$ cat src/design/lsfd_pkg.sv
`timescale 1ns / 1ps
`default_nettype none
// ----------------------------------------------------------------------------
// lsfd_pkg
// shared types, codes and reset values of the serial frame deframer
// ----------------------------------------------------------------------------
package lsfd_pkg;

   // configuration register indexes
   localparam logic [2:0] CSR_HEADER_FIRST     = 3'd0;
   localparam logic [2:0] CSR_HEADER_SECOND    = 3'd1;
   localparam logic [2:0] CSR_OPCODE_REG_WRITE = 3'd2;
   localparam logic [2:0] CSR_OPCODE_REG_READ  = 3'd3;
   localparam logic [2:0] CSR_OPCODE_VAR_WRITE = 3'd4;
   localparam logic [2:0] CSR_OPCODE_VAR_READ  = 3'd5;

   // register reset values
   localparam logic [7:0] RST_HEADER_FIRST     = 8'h5A;
   localparam logic [7:0] RST_HEADER_SECOND    = 8'hA5;
   localparam logic [7:0] RST_OPCODE_REG_WRITE = 8'h80;
   localparam logic [7:0] RST_OPCODE_REG_READ  = 8'h81;
   localparam logic [7:0] RST_OPCODE_VAR_WRITE = 8'h82;
   localparam logic [7:0] RST_OPCODE_VAR_READ  = 8'h83;

   // result kinds
   localparam logic [2:0] KIND_DATA     = 3'd0;
   localparam logic [2:0] KIND_ACK      = 3'd1;
   localparam logic [2:0] KIND_VAR_DONE = 3'd2;
   localparam logic [2:0] KIND_REG_DONE = 3'd3;
   localparam logic [2:0] KIND_OTHER    = 3'd4;

   // payload "OK" of an acknowledge
   localparam logic [15:0] ACK_WORD = 16'h4F4B;

   // result queue depth, power of two and at least two
   localparam int RSP_QUEUE_DEPTH = 4;

   typedef struct packed {
      logic [7:0] header_first;
      logic [7:0] header_second;
      logic [7:0] opcode_reg_write;
      logic [7:0] opcode_reg_read;
      logic [7:0] opcode_var_write;
      logic [7:0] opcode_var_read;
   } cfg_type;

   typedef struct packed {
      logic [2:0]  kind;
      logic [15:0] addr;
      logic [15:0] value;
      logic [7:0]  count;
      logic [7:0]  cmd;
      logic        short_flag;
      logic        last;
   } result_type;

   // up to two results from one byte; when only one, it is in slot 0
   typedef struct packed {
      logic       valid0;
      logic       valid1;
      result_type res0;
      result_type res1;
   } push_type;

endpackage
`default_nettype wire

$ cat src/design/lsfd_parse.sv
`timescale 1ns / 1ps
`default_nettype none
// ----------------------------------------------------------------------------
// lsfd_parse
// frame state machine: one received byte per cycle while byte_fire is high, up to two results
// ----------------------------------------------------------------------------
module lsfd_parse (
   input  wire                  clock,
   input  wire                  reset,
   input  wire                  byte_fire,
   input  wire [7:0]            rx_byte,
   input  wire lsfd_pkg::cfg_type cfg,
   output lsfd_pkg::push_type   push
);

   localparam logic [2:0] PH_HUNT    = 3'd0;
   localparam logic [2:0] PH_SECOND  = 3'd1;
   localparam logic [2:0] PH_LEN     = 3'd2;
   localparam logic [2:0] PH_CMD     = 3'd3;
   localparam logic [2:0] PH_PAYLOAD = 3'd4;

   logic [2:0]  phase_ff, phase_in;
   logic [7:0]  frame_len_ff, frame_len_in;
   logic [7:0]  frame_cmd_ff, frame_cmd_in;
   logic [7:0]  payload_index_ff, payload_index_in;
   logic [15:0] reply_addr_ff, reply_addr_in;
   logic [7:0]  reply_count_ff, reply_count_in;
   logic [7:0]  held_byte_ff, held_byte_in;
   logic [7:0]  elements_sent_ff, elements_sent_in;
   logic [15:0] first_two_ff, first_two_in;

   logic [7:0]  total;
   logic [8:0]  index_next;
   logic        var_r;
   logic        reg_r;
   logic        emit;
   logic        frame_end;
   logic        ack_ok;
   lsfd_pkg::result_type elem_res;
   lsfd_pkg::result_type done_res;

   always_comb begin
      phase_in         = phase_ff;
      frame_len_in     = frame_len_ff;
      frame_cmd_in     = frame_cmd_ff;
      payload_index_in = payload_index_ff;
      reply_addr_in    = reply_addr_ff;
      reply_count_in   = reply_count_ff;
      held_byte_in     = held_byte_ff;
      elements_sent_in = elements_sent_ff;
      first_two_in     = first_two_ff;
      emit             = 1'b0;
      frame_end        = 1'b0;
      ack_ok           = 1'b0;

      total      = (frame_len_ff <= 8'd1) ? 8'd1 : frame_len_ff - 8'd1;
      index_next = {1'b0, payload_index_ff} + 9'd1;
      var_r      = (frame_cmd_ff == cfg.opcode_var_read);
      reg_r      = !var_r && (frame_cmd_ff == cfg.opcode_reg_read);

      elem_res            = '0;
      elem_res.kind       = lsfd_pkg::KIND_DATA;
      elem_res.addr       = reply_addr_ff;
      elem_res.value      = var_r ? {held_byte_ff, rx_byte} : {8'h00, rx_byte};
      elem_res.count      = reply_count_ff;
      elem_res.cmd        = frame_cmd_ff;

      unique case (phase_ff)
         PH_SECOND: begin
            phase_in = (rx_byte == cfg.header_second || rx_byte == 8'h00) ? PH_LEN : PH_HUNT;
         end
         PH_LEN: begin
            frame_len_in     = rx_byte;
            frame_cmd_in     = '0;
            payload_index_in = '0;
            reply_addr_in    = '0;
            reply_count_in   = '0;
            held_byte_in     = '0;
            elements_sent_in = '0;
            first_two_in     = '0;
            phase_in         = PH_CMD;
         end
         PH_CMD: begin
            frame_cmd_in = rx_byte;
            phase_in     = PH_PAYLOAD;
         end
         PH_PAYLOAD: begin
            if (payload_index_ff == 8'd0) begin
               first_two_in = {rx_byte, 8'h00};
            end else if (payload_index_ff == 8'd1) begin
               first_two_in = {first_two_ff[15:8], rx_byte};
            end

            if (var_r) begin
               if (payload_index_ff == 8'd0) begin
                  reply_addr_in = {rx_byte, 8'h00};
               end else if (payload_index_ff == 8'd1) begin
                  reply_addr_in = {reply_addr_ff[15:8], rx_byte};
               end else if (payload_index_ff == 8'd2) begin
                  reply_count_in = rx_byte;
               end else if (payload_index_ff[0]) begin
                  // high byte of a data word
                  held_byte_in = rx_byte;
               end else if (elements_sent_ff < reply_count_ff) begin
                  emit = 1'b1;
               end
            end else if (reg_r) begin
               if (payload_index_ff == 8'd0) begin
                  reply_addr_in = {8'h00, rx_byte};
               end else if (payload_index_ff == 8'd1) begin
                  reply_count_in = rx_byte;
               end else if (elements_sent_ff < reply_count_ff) begin
                  emit = 1'b1;
               end
            end

            if (emit) begin
               elements_sent_in = elements_sent_ff + 8'd1;
            end

            payload_index_in = index_next[7:0];
            frame_end        = (index_next >= {1'b0, total});
            ack_ok = (total == 8'd2)
                     && (frame_cmd_ff == cfg.opcode_var_write
                         || frame_cmd_ff == cfg.opcode_reg_write)
                     && (first_two_in == lsfd_pkg::ACK_WORD);
         end
         default: begin
            phase_in = (rx_byte == cfg.header_first) ? PH_SECOND : PH_HUNT;
         end
      endcase

      // completion uses this byte's updated reply fields
      done_res      = '0;
      done_res.cmd  = frame_cmd_ff;
      done_res.last = 1'b1;
      if (ack_ok) begin
         done_res.kind = lsfd_pkg::KIND_ACK;
      end else if (var_r || reg_r) begin
         done_res.kind       = var_r ? lsfd_pkg::KIND_VAR_DONE : lsfd_pkg::KIND_REG_DONE;
         done_res.addr       = reply_addr_in;
         done_res.count      = reply_count_in;
         done_res.short_flag = (elements_sent_in < reply_count_in);
      end else begin
         done_res.kind = lsfd_pkg::KIND_OTHER;
      end

      if (frame_end) begin
         phase_in         = PH_HUNT;
         frame_len_in     = '0;
         frame_cmd_in     = '0;
         payload_index_in = '0;
         reply_addr_in    = '0;
         reply_count_in   = '0;
         held_byte_in     = '0;
         elements_sent_in = '0;
         first_two_in     = '0;
      end

      push.valid0 = byte_fire && (emit || frame_end);
      push.valid1 = byte_fire && emit && frame_end;
      push.res0   = emit ? elem_res : done_res;
      push.res1   = done_res;
   end

   always_ff @(posedge clock) begin
      if (reset) begin
         phase_ff         <= PH_HUNT;
         frame_len_ff     <= '0;
         frame_cmd_ff     <= '0;
         payload_index_ff <= '0;
         reply_addr_ff    <= '0;
         reply_count_ff   <= '0;
         held_byte_ff     <= '0;
         elements_sent_ff <= '0;
         first_two_ff     <= '0;
      end else if (byte_fire) begin
         phase_ff         <= phase_in;
         frame_len_ff     <= frame_len_in;
         frame_cmd_ff     <= frame_cmd_in;
         payload_index_ff <= payload_index_in;
         reply_addr_ff    <= reply_addr_in;
         reply_count_ff   <= reply_count_in;
         held_byte_ff     <= held_byte_in;
         elements_sent_ff <= elements_sent_in;
         first_two_ff     <= first_two_in;
      end
   end

endmodule
`default_nettype wire

$ cat src/design/lsfd_rsp_queue.sv
`timescale 1ns / 1ps
`default_nettype none
// ----------------------------------------------------------------------------
// lsfd_rsp_queue
// small result queue, takes up to two results a cycle, gives one unless out_stall is high
// ----------------------------------------------------------------------------
module lsfd_rsp_queue #(
   parameter int DEPTH = lsfd_pkg::RSP_QUEUE_DEPTH
) (
   input  wire                  clock,
   input  wire                  reset,
   input  wire lsfd_pkg::push_type push,
   input  wire                  out_stall,
   output logic                 out_valid,
   output lsfd_pkg::result_type out_res,
   output logic                 no_room
);

   localparam int PTR_W   = $clog2(DEPTH);
   localparam int COUNT_W = $clog2(DEPTH + 1);

   lsfd_pkg::result_type entries_ff [DEPTH];

   logic [PTR_W-1:0]   wr_ptr_ff, wr_ptr_in;
   logic [PTR_W-1:0]   rd_ptr_ff, rd_ptr_in;
   logic [COUNT_W-1:0] count_ff, count_in;
   logic [COUNT_W-1:0] push_n;
   logic               pop;

   assign out_valid = (count_ff != '0);
   assign out_res   = entries_ff[rd_ptr_ff];
   assign pop       = out_valid && !out_stall;
   // room must exist for two results before a byte is taken
   assign no_room   = (count_ff > COUNT_W'(DEPTH - 2));

   assign push_n    = COUNT_W'(push.valid0) + COUNT_W'(push.valid1);
   assign count_in  = count_ff + push_n - COUNT_W'(pop);
   assign wr_ptr_in = wr_ptr_ff + push_n[PTR_W-1:0];
   assign rd_ptr_in = rd_ptr_ff + PTR_W'(pop);

   always_ff @(posedge clock) begin
      if (reset) begin
         wr_ptr_ff <= '0;
         rd_ptr_ff <= '0;
         count_ff  <= '0;
      end else begin
         wr_ptr_ff <= wr_ptr_in;
         rd_ptr_ff <= rd_ptr_in;
         count_ff  <= count_in;
      end
   end

   always_ff @(posedge clock) begin
      if (push.valid0) begin
         entries_ff[wr_ptr_ff] <= push.res0;
      end
      if (push.valid1) begin
         entries_ff[wr_ptr_ff + PTR_W'(1)] <= push.res1;
      end
   end

endmodule
`default_nettype wire

$ cat src/design/lcd_serial_frame_deframer_core.sv
`timescale 1ns / 1ps
`default_nettype none
// ----------------------------------------------------------------------------
// lcd_serial_frame_deframer_core
// deframes received display-link bytes into data, ack and completion results
// ----------------------------------------------------------------------------
//  channel  dir  handshake              beat contents
//  req      in   req_valid/req_stall    one received byte
//  rsp      out  rsp_valid/rsp_stall    one result (data element or completion)
//  csr      in   csr_write              register index and 8-bit value
//
//  one byte a cycle while req_stall is low: the parser registers the frame state
//  a byte gives up to two results, which go through a result queue
//  req_stall rises only while the queue lacks room for two results
//  synchronous active-high reset: hunting, queue empty, registers at defaults
//  an accepted byte's results are written into the result queue behind up to
//  two older results, and wait longer while rsp_stall is high
// ----------------------------------------------------------------------------
module lcd_serial_frame_deframer_core #(
   parameter int RSP_DEPTH = lsfd_pkg::RSP_QUEUE_DEPTH
) (
   input  wire         clock,
   input  wire         reset,

   input  wire         req_valid,
   output logic        req_stall,
   input  wire  [7:0]  req_rx_byte,

   output logic        rsp_valid,
   input  wire         rsp_stall,
   output logic [2:0]  rsp_res_kind,
   output logic [15:0] rsp_res_addr,
   output logic [15:0] rsp_res_value,
   output logic [7:0]  rsp_res_count,
   output logic [7:0]  rsp_res_cmd,
   output logic        rsp_res_short,
   output logic        rsp_res_last,

   input  wire         csr_write,
   input  wire  [2:0]  csr_index,
   input  wire  [7:0]  csr_data
);

   lsfd_pkg::cfg_type    cfg_ff, cfg_in;
   lsfd_pkg::push_type   push;
   lsfd_pkg::result_type head;
   logic                 no_room;
   logic                 req_fire;

   // configuration registers, unknown indexes dropped
   always_comb begin
      cfg_in = cfg_ff;
      if (csr_write) begin
         unique case (csr_index)
            lsfd_pkg::CSR_HEADER_FIRST:     cfg_in.header_first     = csr_data;
            lsfd_pkg::CSR_HEADER_SECOND:    cfg_in.header_second    = csr_data;
            lsfd_pkg::CSR_OPCODE_REG_WRITE: cfg_in.opcode_reg_write = csr_data;
            lsfd_pkg::CSR_OPCODE_REG_READ:  cfg_in.opcode_reg_read  = csr_data;
            lsfd_pkg::CSR_OPCODE_VAR_WRITE: cfg_in.opcode_var_write = csr_data;
            lsfd_pkg::CSR_OPCODE_VAR_READ:  cfg_in.opcode_var_read  = csr_data;
            default: ;
         endcase
      end
   end

   always_ff @(posedge clock) begin
      if (reset) begin
         cfg_ff.header_first     <= lsfd_pkg::RST_HEADER_FIRST;
         cfg_ff.header_second    <= lsfd_pkg::RST_HEADER_SECOND;
         cfg_ff.opcode_reg_write <= lsfd_pkg::RST_OPCODE_REG_WRITE;
         cfg_ff.opcode_reg_read  <= lsfd_pkg::RST_OPCODE_REG_READ;
         cfg_ff.opcode_var_write <= lsfd_pkg::RST_OPCODE_VAR_WRITE;
         cfg_ff.opcode_var_read  <= lsfd_pkg::RST_OPCODE_VAR_READ;
      end else begin
         cfg_ff <= cfg_in;
      end
   end

   // input beat taken only with room for a data element plus a completion
   assign req_stall = no_room;
   assign req_fire  = req_valid && !no_room;

   lsfd_parse u_parse (
      .clock     (clock),
      .reset     (reset),
      .byte_fire (req_fire),
      .rx_byte   (req_rx_byte),
      .cfg       (cfg_ff),
      .push      (push)
   );

   lsfd_rsp_queue #(
      .DEPTH (RSP_DEPTH)
   ) u_rsp_queue (
      .clock     (clock),
      .reset     (reset),
      .push      (push),
      .out_stall (rsp_stall),
      .out_valid (rsp_valid),
      .out_res   (head),
      .no_room   (no_room)
   );

   assign rsp_res_kind  = head.kind;
   assign rsp_res_addr  = head.addr;
   assign rsp_res_value = head.value;
   assign rsp_res_count = head.count;
   assign rsp_res_cmd   = head.cmd;
   assign rsp_res_short = head.short_flag;
   assign rsp_res_last  = head.last;

   // input stalls only because results are waiting
   a_stall_has_backlog: assert property (@(posedge clock) disable iff (reset)
      req_stall |-> rsp_valid)
      else $error("input stalled with empty result queue");

   // every beat that is not a completion is a data element
   a_nonlast_is_data: assert property (@(posedge clock) disable iff (reset)
      rsp_valid && !rsp_res_last |-> rsp_res_kind == lsfd_pkg::KIND_DATA)
      else $error("non-final result with completion kind");

   // short flag only on completions
   a_short_on_done: assert property (@(posedge clock) disable iff (reset)
      rsp_valid && rsp_res_short |-> rsp_res_last
         && (rsp_res_kind == lsfd_pkg::KIND_VAR_DONE
             || rsp_res_kind == lsfd_pkg::KIND_REG_DONE))
      else $error("short flag outside a read completion");

   // a push of two always carries a data element first
   a_pair_order: assert property (@(posedge clock) disable iff (reset)
      push.valid1 |-> push.valid0 && !push.res0.last && push.res1.last)
      else $error("result pair out of order");

endmodule
`default_nettype wire
$ cat config.mk
export PLATFORM = sky130hd
export DESIGN_NAME = lcd_serial_frame_deframer_core
export DESIGN_NICKNAME = d
export VERILOG_FILES = /design/src/design/lsfd_pkg.sv /design/src/design/lsfd_parse.sv /design/src/design/lsfd_rsp_queue.sv /design/src/design/lcd_serial_frame_deframer_core.sv
export SDC_FILE = /design/constraint.sdc
export NUM_CORES = 1
export LEC_CHECK = 0
export BUFFER_PORTS_ARGS = -buffer_cell sky130_fd_sc_hd__buf_2
export CAP_MARGIN = 15
export CORE_MARGIN = 2
export CORE_UTILIZATION = 60
export DETAILED_ROUTE_END_ITERATION = 10
export HOLD_SLACK_MARGIN = 0.02
export MAX_ROUTING_LAYER = met4
export PLACE_DENSITY = 0.78
export SYNTH_ARGS = -nofsm -noshare
export SYNTH_HDL_FRONTEND = slang
export SYNTH_SLANG_ARGS = --single-unit
$ cat constraint.sdc
create_clock -name clock -period 14.5 [get_ports clock]
set_input_delay 2.175 -clock clock [delete_from_list [all_inputs] [get_ports clock]]
set_output_delay 2.175 -clock clock [all_outputs]
set_load 0.005 [all_outputs]
### Word level (Yosys, flattened, before mapping)

Memories as Yosys holds them, arrays and structs flattened. A register that Yosys moved wholly into a read port is not among the register bits.
Cells that the tools add are included.

| operators by class | value |
|---|---|
| multiplexer cells | 71 |
| add/sub/neg operators | 9 |
| order comparisons | 5 |
| reductions and logical operators | 33 |
| equal/unequal tests | 25 |

Operator list:

| operator | number |
|---|---|
| $mux W8 | 25 |
| $mux W16 | 11 |
| $pmux W8 S2 | 5 |
| $pmux W16 S2 | 2 |
| $mux W53 | 1 |
| $eq A8 B8 Y1 | 6 |
| $mux W1 | 21 |
| $reduce_and A2 Y1 | 10 |
| $eq A16 B15 Y1 const B | 1 |
| $eq A8 B2 Y1 const B | 2 |
| $logic_not A8 Y1 | 2 |
| $lt A8 B8 Y1 | 2 |
| $eq A3 B2 Y1 const B | 4 |
| $pmux W3 S4 | 1 |
| $add A8 B1 Y9 const B | 1 |
| $eq A3 B3 Y1 const B | 3 |
| $ge A9 B8 Y1 | 1 |
| $mux W3 | 3 |
| $ne A3 B2 Y1 const B | 3 |
| $reduce_bool A3 Y1 | 3 |
| $add A8 B1 Y8 const B | 1 |
| $eq A8 B1 Y1 const B | 1 |
| $le A8 B1 Y1 const B | 1 |
| $logic_and A1 B1 Y1 | 8 |
| 17 further kinds | 25 |

| storage, ports and cells | value |
|---|---|
| memory bits (writable) | 212 |
| bits of input ports | 24 |
| output and inout bits | 55 |
| word-level logic and storage cells | 162 |
| memories kept | 1 |
| register bits after elaboration | 138 |

Memories:

| memory | words | bits a word | rd ports | clocked after memory_dff | write ports | RTL line | source |
|---|---|---|---|---|---|---|---|
| u_rsp_queue.entries_ff | 4 | 53 | 1 | 1 | 2 | lsfd_rsp_queue.sv:22 | `lsfd_pkg::result_type entries_ff [DEPTH];` |

### Logic depth before layout (Yosys ltp)

| logic depth | value |
|---|---|
| depth after elaboration | 14 |
| depth in mapped cells | 21 |
| mapped depth without buffers | 19 |

### Modules after synthesis

Synthesis repeated with hierarchy kept, for this count alone.

| unflattened totals | value |
|---|---|
| cell total of the unflattened synthesis | 1570 |
| area total of the unflattened synthesis | 19003.2 um^2 |

By module, submodules not included:

| module | instances | cells each | sequential area each (um^2) | area an instance (um^2) |
|---|---|---|---|---|
| lsfd_rsp_queue | 1 | 555 | 6506.2 | 10651.5 |
| lsfd_parse | 1 | 833 | 1661.6 | 6416.2 |
| lcd_serial_frame_deframer_core | 1 | 182 | 960.9 | 1935.6 |

### Least setup slack after synthesis

Ideal clock, no wire load.

| timing | value |
|---|---|
| path kind | flip-flop to flip-flop |
| start | reg u_parse.frame_len_ff[0] |
| end | mem u_rsp_queue.entries_ff[3][2] in the netlist's numbering (data pin) |
| buffers on the path | 1 |
| data required time | 14.239 ns |
| period minus slack after synthesis | 4.679 ns |
| data arrival time | 4.417 ns |
| library setup time | 0.261 ns |
| path slack | 9.821 ns |
| stages on the path, launching flop included | 15 |
| cell sequence | dfxtp_1 -> clkbuf_1 -> inv_1 -> ha_1 -> or2_2 -> nand3_1 -> nand2_1 -> ha_1 -> a21oi_1 -> o21ai_0 -> a221oi_1 -> nor2_1 -> o21ai_2 -> nand2_1 -> and2_1 |

RTL lines:

| element | RTL line | source |
|---|---|---|
| from (decl) | lsfd_parse.sv:23 | `logic [7:0] frame_len_ff, frame_len_in;` |
| from (signal assigned) | lsfd_parse.sv:179 | `frame_len_ff <= frame_len_in;` |
| to (decl) | lsfd_rsp_queue.sv:22 |  |

==> metrics.md <==
| Metric | Value |
|---|---|
| Req. time, crit path | 14,860 ps |
| Compound-Gate Fraction of Synth Area | 0.175 |
| Antenna Violating Nets Remaining | 0 |
| Max Cap Viol | 0 |
| Vias | approximately 14,000 |
| Post-synthesis register bit count | 350 |
| Worst Setup SP | u_parse.payload_index_ff[0] |
| Die area | 30,500 um^2 |
| # rows | 62 |
| Pwr Density | about 110 nW/um^2 |
| Max IR drop VDD | ~0.084 mV |
| TritonCTS clock tree | yes |
| Detailed Route WL | approximately 49,000 um |
| Antenna violations before repair | 1 |
| Final #Nets | 1,795 |
| DP Area | 18,100 um^2 |
| Overall routing resource usage | 0.327 |
| # setup viols final | 0 |
| FF-to-FF path depth | 16 |
| Critical Path Sink | u_rsp_queue.entries_ff[3][1] |
| Mapped Area | about 17,000 um^2 |
| Crit Path Class | reg2reg |
| Most frequent cells in the layout | nand2_1, dfxtp_1, edfxtp_1 |
| Switching part of the total power | 0.239 |
| RSZ-0062 raised after global routing | false |
| Clock Sinks | 350 |
| CTS max path bufs | 3 |
| Port bufs | 78 |
| Final HPWL DP | 30,600 um |
| Fmax | 193 MHz |
| Die Width | 175 um |
| Critical Path Source Type | flip-flop |
| First-pass GRT wire length | approximately 76,000 um |
| Multiplexer share of the synthesized area | 0.0753 |
| Post-Synth XOR/XNOR Area | 0.0320 |
| Clk Latency, worst-skew pair | 530 ps |
| DRT iter0 DRCs | 1,611 |
| Setup TNS | 0 ps |
| Syn avg cell area | 10.2 um^2 |
| Register area share after synthesis | 0.484 |
| Mapped Cells | 1,709 |
| Count of cell types in the netlist | 83 |
| Filler cell count | 2,226 |
| Asr flop ratio synth | 0 |
| Final worst-path cycle share | 0.356 |
| Design Area, Final | 19,300 um^2 |
| Primary FF master, synth | dfxtp_1 |
| Leakage power | approximately 6.3 nW |
| EDFF count, synth | 144 |
| Die height | 175 um |
| Final GP Congestion | 0.952 |
| Clock skew | 23.8 ps |
| Largest family of logic cells by synthesized area | compound AO/OA/AOI/OAI gates |
| Largest net degree at the start of global routing | 56 |
| H-tree levels | 2 |
| Worst Hold Class | reg2reg |
| Final Max Tran Viols | 0 |
| Initial DRT Pass Iterations | 6 |
| Worst EP arrival | 5530 ps |
| Worst flop-to-flop path endpoint | u_rsp_queue.entries_ff[3][1] |
| Worst reg2reg path startpoint | u_parse.payload_index_ff[0] |
| Clk Tree Root Cell | clkbuf_16 |
| Worst-Margin Slew | between 1000 and 1500 ps |
| Vias in the first global route | 13,800 |
| Total CTS buffers | 37 |
| Mapped Nets | 1,769 |
| Initial Utilization | 0.608 |
| Status | finished, final reports clean |
| Clk pwr share | 0.430 |
| Minimum clock period | ~5200 ps |
| Combinational power share | 0.084 |
| Area Growth Syn to Fin | 10.4% |
| Synth Warn # | 0 |
| # IOs | 79 |
| Slew headroom | 0.206 |
| Post-Synth Adder-Cell Area | 0.0262 |
| Multi-input logic area | 8410 um^2 |
| PostCTS Resize Cnt | 0 |
| CTS Hold Bufs | 0 |
| Final hold slack | 449 ps |
| R2r setup slk | ~9300 ps |
| Total power | 2.17 mW |
| Worst-path fanout max | 43 |
| Internal cell power | 1.65 mW |
| Leading cell type in the layout, fill and taps excluded | nand2_1 |
| P_sw | between 0.5 and 0.6 mW |
| DR vias/cell | 6.59 |
| Clock transition at path regs | 60 ps |
| Congestion Overflow GR | 0 |
| Setup Fix Bufs, Post-CTS | 0 |
| Sequential power share | 0.487 |
| Wire length per cell | 22.6 um |
| Core region area | between 20,000 and 30,000 um^2 |
| Simple-Gate Fraction of Synth Area | 0.171 |
| Final hold viol count | 0 |
| Drt drc | 0 |
| Register area | 8450 um^2 |
| Ratio of cells with drive above 1 in the final layout | 0.140 |
| Crit end category | flip-flop |
## how the worst min path moves through the flow
stage	startpoint	to	slack, ps	cells past startpoint
floorplan	u_rsp_queue.entries_ff[3][0]	u_rsp_queue.entries_ff[3][0]	420	2
detailed placement	u_rsp_queue.entries_ff[3][0]	u_rsp_queue.entries_ff[3][0]	440	2
global placement	u_rsp_queue.entries_ff[2][0]	u_rsp_queue.entries_ff[2][0]	430	1
finish	u_rsp_queue.entries_ff[0][33]	u_rsp_queue.entries_ff[0][33]	450	2
CTS	u_rsp_queue.entries_ff[3][19]	u_rsp_queue.entries_ff[3][19]	450	2
global route	u_rsp_queue.entries_ff[0][33]	u_rsp_queue.entries_ff[0][33]	470	2
## stage by stage
| step | utilization | instances | setup slack, ps |
|---|---|---|---|
| after global routing | 0.671 | 2146 | 8960 |
| after CTS | 0.670 | 2142 | 9250 |
| after detailed placement | 0.630 | 2077 | 9210 |
| after floorplan | - | 1709 | 9820 |
| final | 0.671 | 2146 | 9330 |
| after global placement | 0.630 | 2077 | 9320 |
## cell usage after synthesis, types with 27 or more instances
| master | number | share of area |
|---|---|---|
| nand2_1 | 237 | 0.051 |
| dfxtp_1 | 206 | 0.24 |
| edfxtp_1 | 144 | 0.25 |
| a21oi_1 | 119 | 0.034 |
| nor2_1 | 105 | 0.023 |
| clkbuf_1 | 95 | 0.020 |
| a22o_1 | 81 | 0.041 |
| nand3_1 | 80 | 0.023 |
| xnor2_1 | 54 | 0.027 |
| mux4_2 | 53 | 0.068 |
| and2_1 | 37 | 0.013 |
| nor2b_1 | 36 | 0.013 |
| a22oi_1 | 35 | 0.015 |
| ha_1 | 35 | 0.025 |
| o21ai_0 | 35 | 0.010 |
| inv_1 | 32 | 0.0069 |
| nand4_1 | 27 | 0.0097 |
## sequential cells by signal, summed over array words and instances, names as in the netlist
signal / count
cfg_ff: 48
u_parse.reply_count_ff: 8
u_parse.phase_ff: 3
u_parse.payload_index_ff: 8
u_rsp_queue.wr_ptr_ff: 2
u_parse.held_byte_ff: 8
u_rsp_queue.entries_ff: 212
u_rsp_queue.rd_ptr_ff: 2
u_parse.first_two_ff: 16
u_rsp_queue.count_ff: 3
u_parse.frame_cmd_ff: 8
u_parse.elements_sent_ff: 8
u_parse.reply_addr_ff: 16
u_parse.frame_len_ff: 8
## final cells by class
class                   count  share of cell area
diodes                      1            0.000130
clock buffers              58              0.0542
clock inverters             7             0.00597
inverters                  34             0.00662
multi-input cells        1202               0.436
flip-flops and latches    350               0.439
well taps                 384              0.0249
repair buffers            110              0.0332
## power groups by stage
stage	combinational (mW)	clock [mW]	sequential (mW)
floorplan	0.145	0	1.05
finish	0.182	0.930	1.05
global route	0.195	0.975	1.06
global placement	0.175	0	1.08
CTS	0.180	0.931	1.05
detailed placement	0.179	0	1.08
## critical path: stages, from the launching register on
cell	delay, ps
dfxtp_1	510
inv_1	120
ha_1	320
nor2_1	320
or3_4	240
or3b_1	480
a2111oi_4	340
buf_4	460
nand3_1	190
nand3_1	120
o21ai_0	140
ha_1	330
a2111oi_0	400
o31ai_1	130
o31a_1	260
a2111o_1	460
nor3_1	190
## cell families (layout without fill, tap and decap cells)
group	count (synthesis)	count (layout)
muxes	65	65
other	0	1
adders and majority gates	36	36
xor gates and xnor gates	63	63
and+or+nand+nor	621	621
DFF	350	350
AOI/OAI and AO/OA	417	417
buffers and inverters	157	209
## routing by layer
metal  vias to the layer above  track usage  wire length [um]
met5                         -            -                 0
met4                         0        0.108              1400
met3                       130       0.0536              4420
met2                       770        0.520             23200
met1                      6834        0.431             19600
li1                       6407            -                 -
Power figures use the tool's default switching activity.
